===== config.mk =====
export PLATFORM = sky130hd
export DESIGN_NAME = sha1_stream_hasher_flat
export DESIGN_NICKNAME = d
export VERILOG_FILES = /design/src/rtl/core/sha1h_pkg.sv /design/src/rtl/core/sha1h_ifs.sv /design/src/rtl/core/sha1h_datapath.sv /design/src/rtl/core/sha1h_ctrl.sv /design/src/rtl/core/sha1_stream_hasher.sv /design/src/flat_wrapper.sv
export SDC_FILE = /design/constraint.sdc
export NUM_CORES = 2
export LEC_CHECK = 0
export BUFFER_PORTS_ARGS = -buffer_cell sky130_fd_sc_hd__buf_4
export CORE_ASPECT_RATIO = 1.1
export CORE_UTILIZATION = 35
export CTS_BUF_LIST = sky130_fd_sc_hd__clkbuf_4 sky130_fd_sc_hd__clkbuf_8
export DETAILED_ROUTE_END_ITERATION = 12
export PLACE_DENSITY = 0.53
export SLEW_MARGIN = 15
export SYNTH_ARGS = -nofsm -noshare
export SYNTH_HDL_FRONTEND = slang
export SYNTH_SLANG_ARGS = --single-unit

===== constraint.sdc =====
create_clock -name clock -period 16.5 [get_ports clock]
set_input_delay 2.475 -clock clock [delete_from_list [all_inputs] [get_ports clock]]
set_output_delay 2.475 -clock clock [all_outputs]
set_load 0.005 [all_outputs]

===== src/rtl/core/sha1h_pkg.sv =====
// shared types, constants and helper functions of the sha1 stream hasher
package sha1h_pkg;

   localparam int ByteBits   = 8;
   localparam int WordBits   = 32;
   localparam int BlockBits  = 512;
   localparam int CountBits  = 64;
   localparam int FillBits   = 6;
   localparam int RoundBits  = 7;
   localparam int IndexBits  = 3;
   localparam int NumHash    = 5;

   localparam logic [FillBits-1:0]  FillLast   = 6'd63;
   localparam logic [FillBits-1:0]  FillLenPos = 6'd56;
   localparam logic [RoundBits-1:0] RoundLast  = 7'd79;
   localparam logic [IndexBits-1:0] IndexLast  = 3'd4;
   localparam logic [ByteBits-1:0]  PadMark    = 8'h80;
   localparam logic [CountBits-1:0] BitsPerByte = 64'd8;

   localparam logic [WordBits-1:0] InitHash [NumHash] = '{
      32'h67452301, 32'hEFCDAB89, 32'h98BADCFE, 32'h10325476, 32'hC3D2E1F0
   };

   typedef enum logic [1:0] {
      PHASE_CHOOSE,
      PHASE_PARITY_LO,
      PHASE_MAJORITY,
      PHASE_PARITY_HI
   } round_phase_type;

   typedef enum logic [3:0] {
      ST_IDLE,
      ST_LOAD,
      ST_ROUND,
      ST_ADD,
      ST_PAD_MARK,
      ST_PAD_ZERO,
      ST_PAD_LEN,
      ST_OUTPUT
   } state_type;

   typedef enum logic [1:0] {
      SEL_INPUT,
      SEL_MARK,
      SEL_ZERO,
      SEL_LEN
   } byte_sel_type;

   typedef struct packed {
      logic                 shift_en;
      byte_sel_type         shift_sel;
      logic                 count_byte;
      logic                 load_work;
      logic                 round_en;
      logic [RoundBits-1:0] round;
      logic                 add_hash;
      logic                 restart;
      logic [IndexBits-1:0] word_index;
   } ctrl_cmd_type;

   function automatic round_phase_type round_phase(input logic [RoundBits-1:0] rnd);
      round_phase_type ph;
      if (rnd < 7'd20) begin
         ph = PHASE_CHOOSE;
      end else if (rnd < 7'd40) begin
         ph = PHASE_PARITY_LO;
      end else if (rnd < 7'd60) begin
         ph = PHASE_MAJORITY;
      end else begin
         ph = PHASE_PARITY_HI;
      end
      return ph;
   endfunction

   function automatic logic [WordBits-1:0] round_key(input round_phase_type ph);
      logic [WordBits-1:0] k;
      case (ph)
         PHASE_CHOOSE:    k = 32'h5A827999;
         PHASE_PARITY_LO: k = 32'h6ED9EBA1;
         PHASE_MAJORITY:  k = 32'h8F1BBCDC;
         PHASE_PARITY_HI: k = 32'hCA62C1D6;
         default:         k = 32'h5A827999;
      endcase
      return k;
   endfunction

endpackage


===== src/rtl/core/sha1h_ifs.sv =====
// valid/ready channel interfaces for the byte input and the digest output
interface sha1h_req_if import sha1h_pkg::*; ();
   logic                valid;
   logic                ready;
   logic [ByteBits-1:0] data_byte;
   logic                byte_present;
   logic                end_of_message;

   modport source (output valid, data_byte, byte_present, end_of_message, input ready);
   modport sink   (input valid, data_byte, byte_present, end_of_message, output ready);
endinterface

interface sha1h_rsp_if import sha1h_pkg::*; ();
   logic                 valid;
   logic                 ready;
   logic [WordBits-1:0]  digest_word;
   logic [IndexBits-1:0] word_index;
   logic                 last_word;

   modport source (output valid, digest_word, word_index, last_word, input ready);
   modport sink   (input valid, digest_word, word_index, last_word, output ready);
endinterface


===== src/rtl/core/sha1h_datapath.sv =====
// block shift line, round registers, hash words and bit counter of the hasher
module sha1h_datapath import sha1h_pkg::*; (
   input  logic                clock,
   input  logic                reset,
   input  ctrl_cmd_type        cmd,
   input  logic [ByteBits-1:0] data_byte,
   output logic [WordBits-1:0] digest_word
);

   logic [BlockBits-1:0] blk_ff, blk_in;
   logic [WordBits-1:0]  a_ff, b_ff, c_ff, d_ff, e_ff;
   logic [WordBits-1:0]  a_in, b_in, c_in, d_in, e_in;
   logic [WordBits-1:0]  hash_ff [NumHash];
   logic [WordBits-1:0]  hash_in [NumHash];
   logic [CountBits-1:0] bits_ff, bits_in;

   logic [ByteBits-1:0]  shift_byte;
   logic [WordBits-1:0]  w_cur, w_mix, w_next, f_val, t_val;
   round_phase_type      phase;

   // word k of the block sits at the top end, word 0 first
   assign w_cur = blk_ff[BlockBits-1 -: WordBits];
   assign w_mix = blk_ff[BlockBits-1-WordBits*13 -: WordBits]
                ^ blk_ff[BlockBits-1-WordBits*8 -: WordBits]
                ^ blk_ff[BlockBits-1-WordBits*2 -: WordBits]
                ^ w_cur;
   assign w_next = {w_mix[WordBits-2:0], w_mix[WordBits-1]};

   assign phase = round_phase(cmd.round);

   always_comb begin
      case (phase)
         PHASE_CHOOSE:   f_val = (b_ff & c_ff) | (~b_ff & d_ff);
         PHASE_MAJORITY: f_val = (b_ff & c_ff) | (b_ff & d_ff) | (c_ff & d_ff);
         default:        f_val = b_ff ^ c_ff ^ d_ff;
      endcase
   end

   assign t_val = {a_ff[WordBits-6:0], a_ff[WordBits-1 -: 5]} + f_val + e_ff
                + round_key(phase) + w_cur;

   always_comb begin
      case (cmd.shift_sel)
         SEL_INPUT: shift_byte = data_byte;
         SEL_MARK:  shift_byte = PadMark;
         SEL_ZERO:  shift_byte = '0;
         SEL_LEN:   shift_byte = bits_ff[CountBits-1 -: ByteBits];
         default:   shift_byte = '0;
      endcase
   end

   always_comb begin
      blk_in = blk_ff;
      if (cmd.shift_en) begin
         blk_in = {blk_ff[BlockBits-ByteBits-1:0], shift_byte};
      end else if (cmd.round_en) begin
         // rolling schedule: the next word enters at the bottom each round
         blk_in = {blk_ff[BlockBits-WordBits-1:0], w_next};
      end
   end

   always_comb begin
      a_in = a_ff;
      b_in = b_ff;
      c_in = c_ff;
      d_in = d_ff;
      e_in = e_ff;
      if (cmd.load_work) begin
         a_in = hash_ff[0];
         b_in = hash_ff[1];
         c_in = hash_ff[2];
         d_in = hash_ff[3];
         e_in = hash_ff[4];
      end else if (cmd.round_en) begin
         a_in = t_val;
         b_in = a_ff;
         c_in = {b_ff[1:0], b_ff[WordBits-1:2]};
         d_in = c_ff;
         e_in = d_ff;
      end
   end

   always_comb begin
      hash_in = hash_ff;
      if (cmd.restart) begin
         hash_in = InitHash;
      end else if (cmd.add_hash) begin
         hash_in[0] = hash_ff[0] + a_ff;
         hash_in[1] = hash_ff[1] + b_ff;
         hash_in[2] = hash_ff[2] + c_ff;
         hash_in[3] = hash_ff[3] + d_ff;
         hash_in[4] = hash_ff[4] + e_ff;
      end
   end

   always_comb begin
      bits_in = bits_ff;
      if (cmd.restart) begin
         bits_in = '0;
      end else if (cmd.count_byte) begin
         bits_in = bits_ff + BitsPerByte;
      end else if (cmd.shift_en && cmd.shift_sel == SEL_LEN) begin
         // length goes out most significant byte first
         bits_in = {bits_ff[CountBits-ByteBits-1:0], {ByteBits{1'b0}}};
      end
   end

   always_ff @(posedge clock) begin
      blk_ff <= blk_in;
      a_ff   <= a_in;
      b_ff   <= b_in;
      c_ff   <= c_in;
      d_ff   <= d_in;
      e_ff   <= e_in;
      if (reset) begin
         hash_ff <= InitHash;
         bits_ff <= '0;
      end else begin
         hash_ff <= hash_in;
         bits_ff <= bits_in;
      end
   end

   always_comb begin
      case (cmd.word_index)
         3'd0:    digest_word = hash_ff[0];
         3'd1:    digest_word = hash_ff[1];
         3'd2:    digest_word = hash_ff[2];
         3'd3:    digest_word = hash_ff[3];
         default: digest_word = hash_ff[4];
      endcase
   end

endmodule


===== src/rtl/core/sha1h_ctrl.sv =====
// sequencer for byte intake, padding, rounds and digest output
module sha1h_ctrl import sha1h_pkg::*; (
   input  logic                 clock,
   input  logic                 reset,
   input  logic                 req_valid,
   input  logic                 byte_present,
   input  logic                 end_of_message,
   output logic                 req_ready,
   output logic                 rsp_valid,
   input  logic                 rsp_ready,
   output logic [IndexBits-1:0] word_index,
   output logic                 last_word,
   output ctrl_cmd_type         cmd
);

   state_type            state_ff, state_in;
   state_type            resume_ff, resume_in;
   logic [FillBits-1:0]  fill_ff, fill_in;
   logic [RoundBits-1:0] round_ff, round_in;
   logic [IndexBits-1:0] idx_ff, idx_in;

   logic accept;
   logic fill_full;

   assign accept    = req_valid && state_ff == ST_IDLE;
   assign fill_full = fill_ff == FillLast;

   // next state
   always_comb begin
      state_in  = state_ff;
      resume_in = resume_ff;
      case (state_ff)
         ST_IDLE: begin
            if (accept) begin
               if (byte_present && fill_full) begin
                  state_in  = ST_LOAD;
                  resume_in = end_of_message ? ST_PAD_MARK : ST_IDLE;
               end else if (end_of_message) begin
                  state_in = ST_PAD_MARK;
               end
            end
         end
         ST_LOAD: state_in = ST_ROUND;
         ST_ROUND: begin
            if (round_ff == RoundLast) begin
               state_in = ST_ADD;
            end
         end
         ST_ADD: state_in = resume_ff;
         ST_PAD_MARK: begin
            state_in = ST_PAD_ZERO;
            if (fill_full) begin
               state_in  = ST_LOAD;
               resume_in = ST_PAD_ZERO;
            end
         end
         ST_PAD_ZERO: begin
            if (fill_ff == FillLenPos) begin
               state_in = ST_PAD_LEN;
            end else if (fill_full) begin
               // length did not fit: close this block, pad a fresh one
               state_in  = ST_LOAD;
               resume_in = ST_PAD_ZERO;
            end
         end
         ST_PAD_LEN: begin
            if (fill_full) begin
               state_in  = ST_LOAD;
               resume_in = ST_OUTPUT;
            end
         end
         ST_OUTPUT: begin
            if (rsp_ready && idx_ff == IndexLast) begin
               state_in = ST_IDLE;
            end
         end
         default: state_in = ST_IDLE;
      endcase
   end

   // outputs and counters
   always_comb begin
      cmd            = '0;
      cmd.shift_sel  = SEL_INPUT;
      cmd.round      = round_ff;
      cmd.word_index = idx_ff;
      fill_in        = fill_ff;
      round_in       = round_ff;
      idx_in         = idx_ff;
      req_ready      = 1'b0;
      rsp_valid      = 1'b0;
      case (state_ff)
         ST_IDLE: begin
            req_ready = 1'b1;
            if (accept && byte_present) begin
               cmd.shift_en   = 1'b1;
               cmd.count_byte = 1'b1;
               fill_in        = fill_ff + 1'b1;
            end
         end
         ST_LOAD: begin
            cmd.load_work = 1'b1;
            round_in      = '0;
         end
         ST_ROUND: begin
            cmd.round_en = 1'b1;
            round_in     = round_ff + 1'b1;
         end
         ST_ADD: cmd.add_hash = 1'b1;
         ST_PAD_MARK: begin
            cmd.shift_en  = 1'b1;
            cmd.shift_sel = SEL_MARK;
            fill_in       = fill_ff + 1'b1;
         end
         ST_PAD_ZERO: begin
            if (fill_ff != FillLenPos) begin
               cmd.shift_en  = 1'b1;
               cmd.shift_sel = SEL_ZERO;
               fill_in       = fill_ff + 1'b1;
            end
         end
         ST_PAD_LEN: begin
            cmd.shift_en  = 1'b1;
            cmd.shift_sel = SEL_LEN;
            fill_in       = fill_ff + 1'b1;
         end
         ST_OUTPUT: begin
            rsp_valid = 1'b1;
            if (rsp_ready) begin
               if (idx_ff == IndexLast) begin
                  idx_in      = '0;
                  cmd.restart = 1'b1;
               end else begin
                  idx_in = idx_ff + 1'b1;
               end
            end
         end
         default: ;
      endcase
   end

   assign word_index = idx_ff;
   assign last_word  = idx_ff == IndexLast;

   always_ff @(posedge clock) begin
      if (reset) begin
         state_ff  <= ST_IDLE;
         resume_ff <= ST_IDLE;
         fill_ff   <= '0;
         round_ff  <= '0;
         idx_ff    <= '0;
      end else begin
         state_ff  <= state_in;
         resume_ff <= resume_in;
         fill_ff   <= fill_in;
         round_ff  <= round_in;
         idx_ff    <= idx_in;
      end
   end

endmodule


===== src/rtl/core/sha1_stream_hasher.sv =====
// top level of the sha1 stream hasher: controller, datapath and checks
//
//   channel   direction  payload                                    handshake
//   req_ch    in         data_byte, byte_present, end_of_message    valid/ready
//   rsp_ch    out        digest_word, word_index, last_word         valid/ready
//
// a word that fills no block and ends no message keeps the block idle
// each full 64-byte block is compressed in the single round unit
// (load, 80 rounds, hash add); padding shifts one byte per cycle while no
// block compresses; end of message pads around one or two blocks, with a
// pause at byte 56 before the length, then five digest words, one per
// accepted output cycle
// reset is synchronous and restores the initial hash with an empty message
// input is held off while the block is compressing, padding or emitting
module sha1_stream_hasher import sha1h_pkg::*; (
   input logic        clock,
   input logic        reset,
   sha1h_req_if.sink   req_ch,
   sha1h_rsp_if.source rsp_ch
);

   ctrl_cmd_type         cmd;
   logic                 req_ready;
   logic                 rsp_valid;
   logic [IndexBits-1:0] word_index;
   logic                 last_word;
   logic [WordBits-1:0]  digest_word;

   sha1h_ctrl u_ctrl (
      .clock          (clock),
      .reset          (reset),
      .req_valid      (req_ch.valid),
      .byte_present   (req_ch.byte_present),
      .end_of_message (req_ch.end_of_message),
      .req_ready      (req_ready),
      .rsp_valid      (rsp_valid),
      .rsp_ready      (rsp_ch.ready),
      .word_index     (word_index),
      .last_word      (last_word),
      .cmd            (cmd)
   );

   sha1h_datapath u_datapath (
      .clock       (clock),
      .reset       (reset),
      .cmd         (cmd),
      .data_byte   (req_ch.data_byte),
      .digest_word (digest_word)
   );

   assign req_ch.ready       = req_ready;
   assign rsp_ch.valid       = rsp_valid;
   assign rsp_ch.digest_word = digest_word;
   assign rsp_ch.word_index  = word_index;
   assign rsp_ch.last_word   = last_word;

   // no input word is taken while a digest is being emitted
   assert property (@(posedge clock) disable iff (reset)
      rsp_ch.valid |-> !req_ch.ready)
      else $error("input accepted during digest output");

   // digest words come out in order with no gaps
   assert property (@(posedge clock) disable iff (reset)
      rsp_ch.valid && rsp_ch.ready && !rsp_ch.last_word |=>
         rsp_ch.valid && rsp_ch.word_index == $past(rsp_ch.word_index) + 3'd1)
      else $error("digest word sequence broken");

   // after the final word the block is ready for a new message
   assert property (@(posedge clock) disable iff (reset)
      rsp_ch.valid && rsp_ch.ready && rsp_ch.last_word |=>
         req_ch.ready && !rsp_ch.valid && rsp_ch.word_index == 3'd0)
      else $error("no return to idle after final digest word");

   // a fresh digest always starts with the first hash word
   assert property (@(posedge clock) disable iff (reset)
      $rose(rsp_ch.valid) |-> rsp_ch.word_index == 3'd0)
      else $error("digest output started mid sequence");

endmodule


===== src/flat_wrapper.sv =====
// flat-port wrapper written by rule: the top's interface ports become plain ports
module sha1_stream_hasher_flat import sha1h_pkg::*;
  (clock, reset, req_ch_valid, req_ch_data_byte, req_ch_byte_present, req_ch_end_of_message, req_ch_ready, rsp_ch_valid, rsp_ch_digest_word, rsp_ch_word_index, rsp_ch_last_word, rsp_ch_ready);
  sha1h_req_if req_ch_i ();
  sha1h_rsp_if rsp_ch_i ();
  input logic clock;
  input logic reset;
  input wire logic [$bits(req_ch_i.valid)-1:0] req_ch_valid;
  input wire logic [$bits(req_ch_i.data_byte)-1:0] req_ch_data_byte;
  input wire logic [$bits(req_ch_i.byte_present)-1:0] req_ch_byte_present;
  input wire logic [$bits(req_ch_i.end_of_message)-1:0] req_ch_end_of_message;
  output wire logic [$bits(req_ch_i.ready)-1:0] req_ch_ready;
  output wire logic [$bits(rsp_ch_i.valid)-1:0] rsp_ch_valid;
  output wire logic [$bits(rsp_ch_i.digest_word)-1:0] rsp_ch_digest_word;
  output wire logic [$bits(rsp_ch_i.word_index)-1:0] rsp_ch_word_index;
  output wire logic [$bits(rsp_ch_i.last_word)-1:0] rsp_ch_last_word;
  input wire logic [$bits(rsp_ch_i.ready)-1:0] rsp_ch_ready;
  assign req_ch_i.valid = req_ch_valid;
  assign req_ch_i.data_byte = req_ch_data_byte;
  assign req_ch_i.byte_present = req_ch_byte_present;
  assign req_ch_i.end_of_message = req_ch_end_of_message;
  assign req_ch_ready = req_ch_i.ready;
  assign rsp_ch_valid = rsp_ch_i.valid;
  assign rsp_ch_digest_word = rsp_ch_i.digest_word;
  assign rsp_ch_word_index = rsp_ch_i.word_index;
  assign rsp_ch_last_word = rsp_ch_i.last_word;
  assign rsp_ch_i.ready = rsp_ch_ready;
  sha1_stream_hasher u_core (.clock(clock), .reset(reset), .req_ch(req_ch_i), .rsp_ch(rsp_ch_i));
endmodule

==> flow_summary.toml <==
[floorplan]
rows = 149
ios = 52
initial_core_util_pct = 35.4
die_h_um = 411
core_area_sq_um = 150000
die_x_um = 374
design.die.area_sq_um = 154000

[worst_hold_path]
hp-start = "u_core.u_ctrl.fill_ff[1]"
min-delay-path-class = "register to register"
hold_end = "u_core.u_ctrl.fill_ff[1]"
min_path_cells = 2

[cts]
htree_levels = 4
clock-root-buffer = "clkbuf_8"
path_clk_slew_ns = 0.06
clk_latency_ns = 0.91
cts_resized = 0
cts_inserted_buffers = 171
postCtsSetupBuffers = 0
clockBufferDepth = 3
holdBufCountCts = 0
cts.sinks = 916
cts_tree = "done"

[logic_synthesis]
yosys.area.top_type = "edfxtp_1"
avgSynthCellArea_sq_um = 8.95
ys.warnings.count = 0
ys_seq_area_share_pct = 47.0
ys_types = 102
ys_top_cells_by_area = "edfxtp_1, nand2_1, dfxtp_1"
synth_cells = 5956
syn-num-nets = 6302
ys.flop_type = "edfxtp_1"
async_flop_share_pct = 0
yosysTopAreaCellShare_pct = 37.9
synth.ff_latch_count = 916
synthesis.area_sq_um = 53300
synth-edff-count = 672

[sta]
tightest_slew_ns = 1.12
fin_crit_ns = 6.78
finalClockSkew_ns = 0.0571
max_freq_mhz = 148
hold_violations = 0
slew_viol_final = 0
relSlewSlack_pct = 25.3
setup_violations = 0
rsz0062_at_grt = "false"
finalCritPeriodShare_pct = 41.1
setup_tns_ns = 0

[worst_setup_path]
crit_path_end_kind = "primary output"
path_class = "register to primary output"
cp_data_arrival_time_ns = 4.30
crit_required_ns = 14.03
rr_worst_depth = 24
r2r-end = "u_core.u_datapath.a_ff[29]"
r2r_setup_slack_ns = 9.77
r2r_start = "u_core.u_ctrl.round_ff[3]"
crit_fanout = 48
start_kind = "register"

[placed_design]
gp_congestion = 0.918
hpwlAfterDp_um = 106000
io_buffers = 51

[drt]
num_vias = 41924
finalWirelength_um = 153000
drt-pass1-iter-count = 8
wl_per_cell_um = 19.0
vias_per_cell = 5.22
drt-initial-drc-count = 3212
drtAntennaViolNets = 0
drc = 0

[power]
sw_frac_of_total_pct = 25.2
p_int_mw = 3.93
p_sw_mw = 1.32
peakVddDrop_mv = 0.0797
power.leakage_nw = 23.9
p_per_area_nw_per_um2 = 89.0
pwr-share-seq_pct = 49.5
p_total_mw = 5.25
clockPowerShare_pct = 43.7
combPwrFrac_pct = 6.8

[final_layout]
filler_cell_count = 15157
syn2layout_area_growth_pct = 10.7
drive_gt1_share_pct = 7.45
nets = 6272
final_common_cell = "nand2_1"
layout_common_cells = "nand2_1, edfxtp_1, a21oi_1, o21ai_0, nor2_1"

[global_route]
grt_pass1_vias = 40705
grt_pass1_wl_um = 237000
grt_max_degree = 212
grt_overflow = 0
antenna_found_initial = 4
grt_use_total_pct = 19.6

[job]
maxCapViolCount = 0

[outcome]
status = "finished clean"
[cells in the mapped netlist, types with 40 or more instances]
cell,number
ha_1,207
nor2_1,281
o21ai_0,329
nor3_1,61
xor2_1,56
inv_1,276
clkbuf_1,260
o211ai_1,50
nand2_1,1982
xnor2_1,180
a21o_1,82
edfxtp_1,672
a22oi_1,72
dfxtp_1,244
fa_1,125
nand3_1,109
a21oi_1,334
mux2i_1,40
a31oi_1,63
[flip-flops by register name, indices dropped and copies added, names as in the netlist]
register / cells
u_core.u_datapath.a_ff: 32
u_core.u_ctrl.round_ff: 7
u_core.u_datapath.bits_ff: 61
u_core.u_datapath.d_ff: 32
u_core.u_ctrl.fill_ff: 6
u_core.u_datapath.b_ff: 32
u_core.u_ctrl.state_ff: 4
u_core.u_datapath.hash_ff: 160
u_core.u_ctrl.resume_ff: 3
u_core.u_datapath.blk_ff: 512
u_core.u_ctrl.word_index: 3
u_core.u_datapath.e_ff: 32
u_core.u_datapath.c_ff: 32
[power by group through the flow]
stage | Combinational [mW] | Sequential [mW] | Clock [mW]
2_1_floorplan | 0.269 | 2.66 | 0
6_report | 0.357 | 2.60 | 2.30
3_3_place_gp | 0.355 | 2.64 | 0
5_1_grt | 0.406 | 2.60 | 2.46
3_5_place_dp | 0.358 | 2.64 | 0
4_1_cts | 0.360 | 2.60 | 2.36
[routing by layer]
layer / vias to the layer above / part of all wire [%] / track usage [%] / wire length [um]
met5: - / 0.026 / 0 / 39
li1: 20469 / - / - / -
met2: 979 / 47 / 31.9 / 71100
met4: 6 / 2.7 / 6.52 / 4150
met1: 20221 / 46 / 26.3 / 69900
met3: 249 / 4.8 / 3.22 / 7380
[how the worst max path moves through the flow]
stage / from / endpoint / slack [ns] / cells after the start
3_5_place_dp: u_core.u_ctrl.round_ff[3] / u_core.u_datapath.a_ff[29] / 9.80 / 24
5_1_grt: u_core.u_ctrl.round_ff[3] / u_core.u_datapath.a_ff[29] / 9.33 / 24
2_1_floorplan: req_ch_valid / u_core.u_datapath.blk_ff[0] / 1.30 / 4
6_report: u_core.u_ctrl.word_index[0] / rsp_ch_digest_word[0] / 9.72 / 8
4_1_cts: u_core.u_ctrl.word_index[0] / rsp_ch_digest_word[0] / 9.71 / 8
3_3_place_gp: req_ch_valid / u_core.u_datapath.blk_ff[153] / 9.82 / 7
[metrics by stage]
step | setup WS (ns) | hold slack [ns] | cell area, sq um | utilization (%) | instances
2_1_floorplan | 1.30 | 0.440 | 53300 | - | 5956
3_3_place_gp | 9.82 | 0.470 | 55400 | 36.9 | 7716
3_5_place_dp | 9.80 | 0.478 | 55400 | 36.9 | 7716
4_1_cts | 9.71 | 0.487 | 59000 | 39.2 | 8033
5_1_grt | 9.33 | 0.509 | 59000 | 39.2 | 8035
6_report | 9.72 | 0.485 | 59000 | 39.2 | 8035
[cell families (layout without fill, tap and decap cells)]
kind of cell    count (synthesis)  after routing  share of synthesized area (%)
simple gates                 2671           2671                           20.6
compound gates               1184           1184                           13.9
flops                         916            916                           47.0
buf+inv                       570            684                           4.06
fa+ha+maj                     332            332                           9.56
xor+xnor                      236            236                           3.88
mux                            46             46                          0.885
other cells                     1              3                        0.00704
[final cells by class]
class                           count  area (sq um)  share of cell area [%]
Antenna cell                        2          5.00                 0.00849
Clock buffer                      249          3060                    5.20
Clock inverter                     68           459                   0.779
Inverter                          277          1040                    1.77
Multi-Input combinational cell   4470         26100                    44.3
Sequential cell                   916         25100                    42.5
Tap cell                         1963          2460                    4.16
Timing Repair Buffer               90           742                    1.26
[worst max-delay path, stage by stage, from the launching register on]
cell,delay [ns]
dfxtp_1,0.42
inv_1,0.09
ha_1,0.21
nor2b_2,0.15
buf_4,0.27
or4_2,0.90
buf_4,0.38
a31oi_1,0.64
buf_4,0.24
No activity file was read; power rests on OpenSTA's default activity.
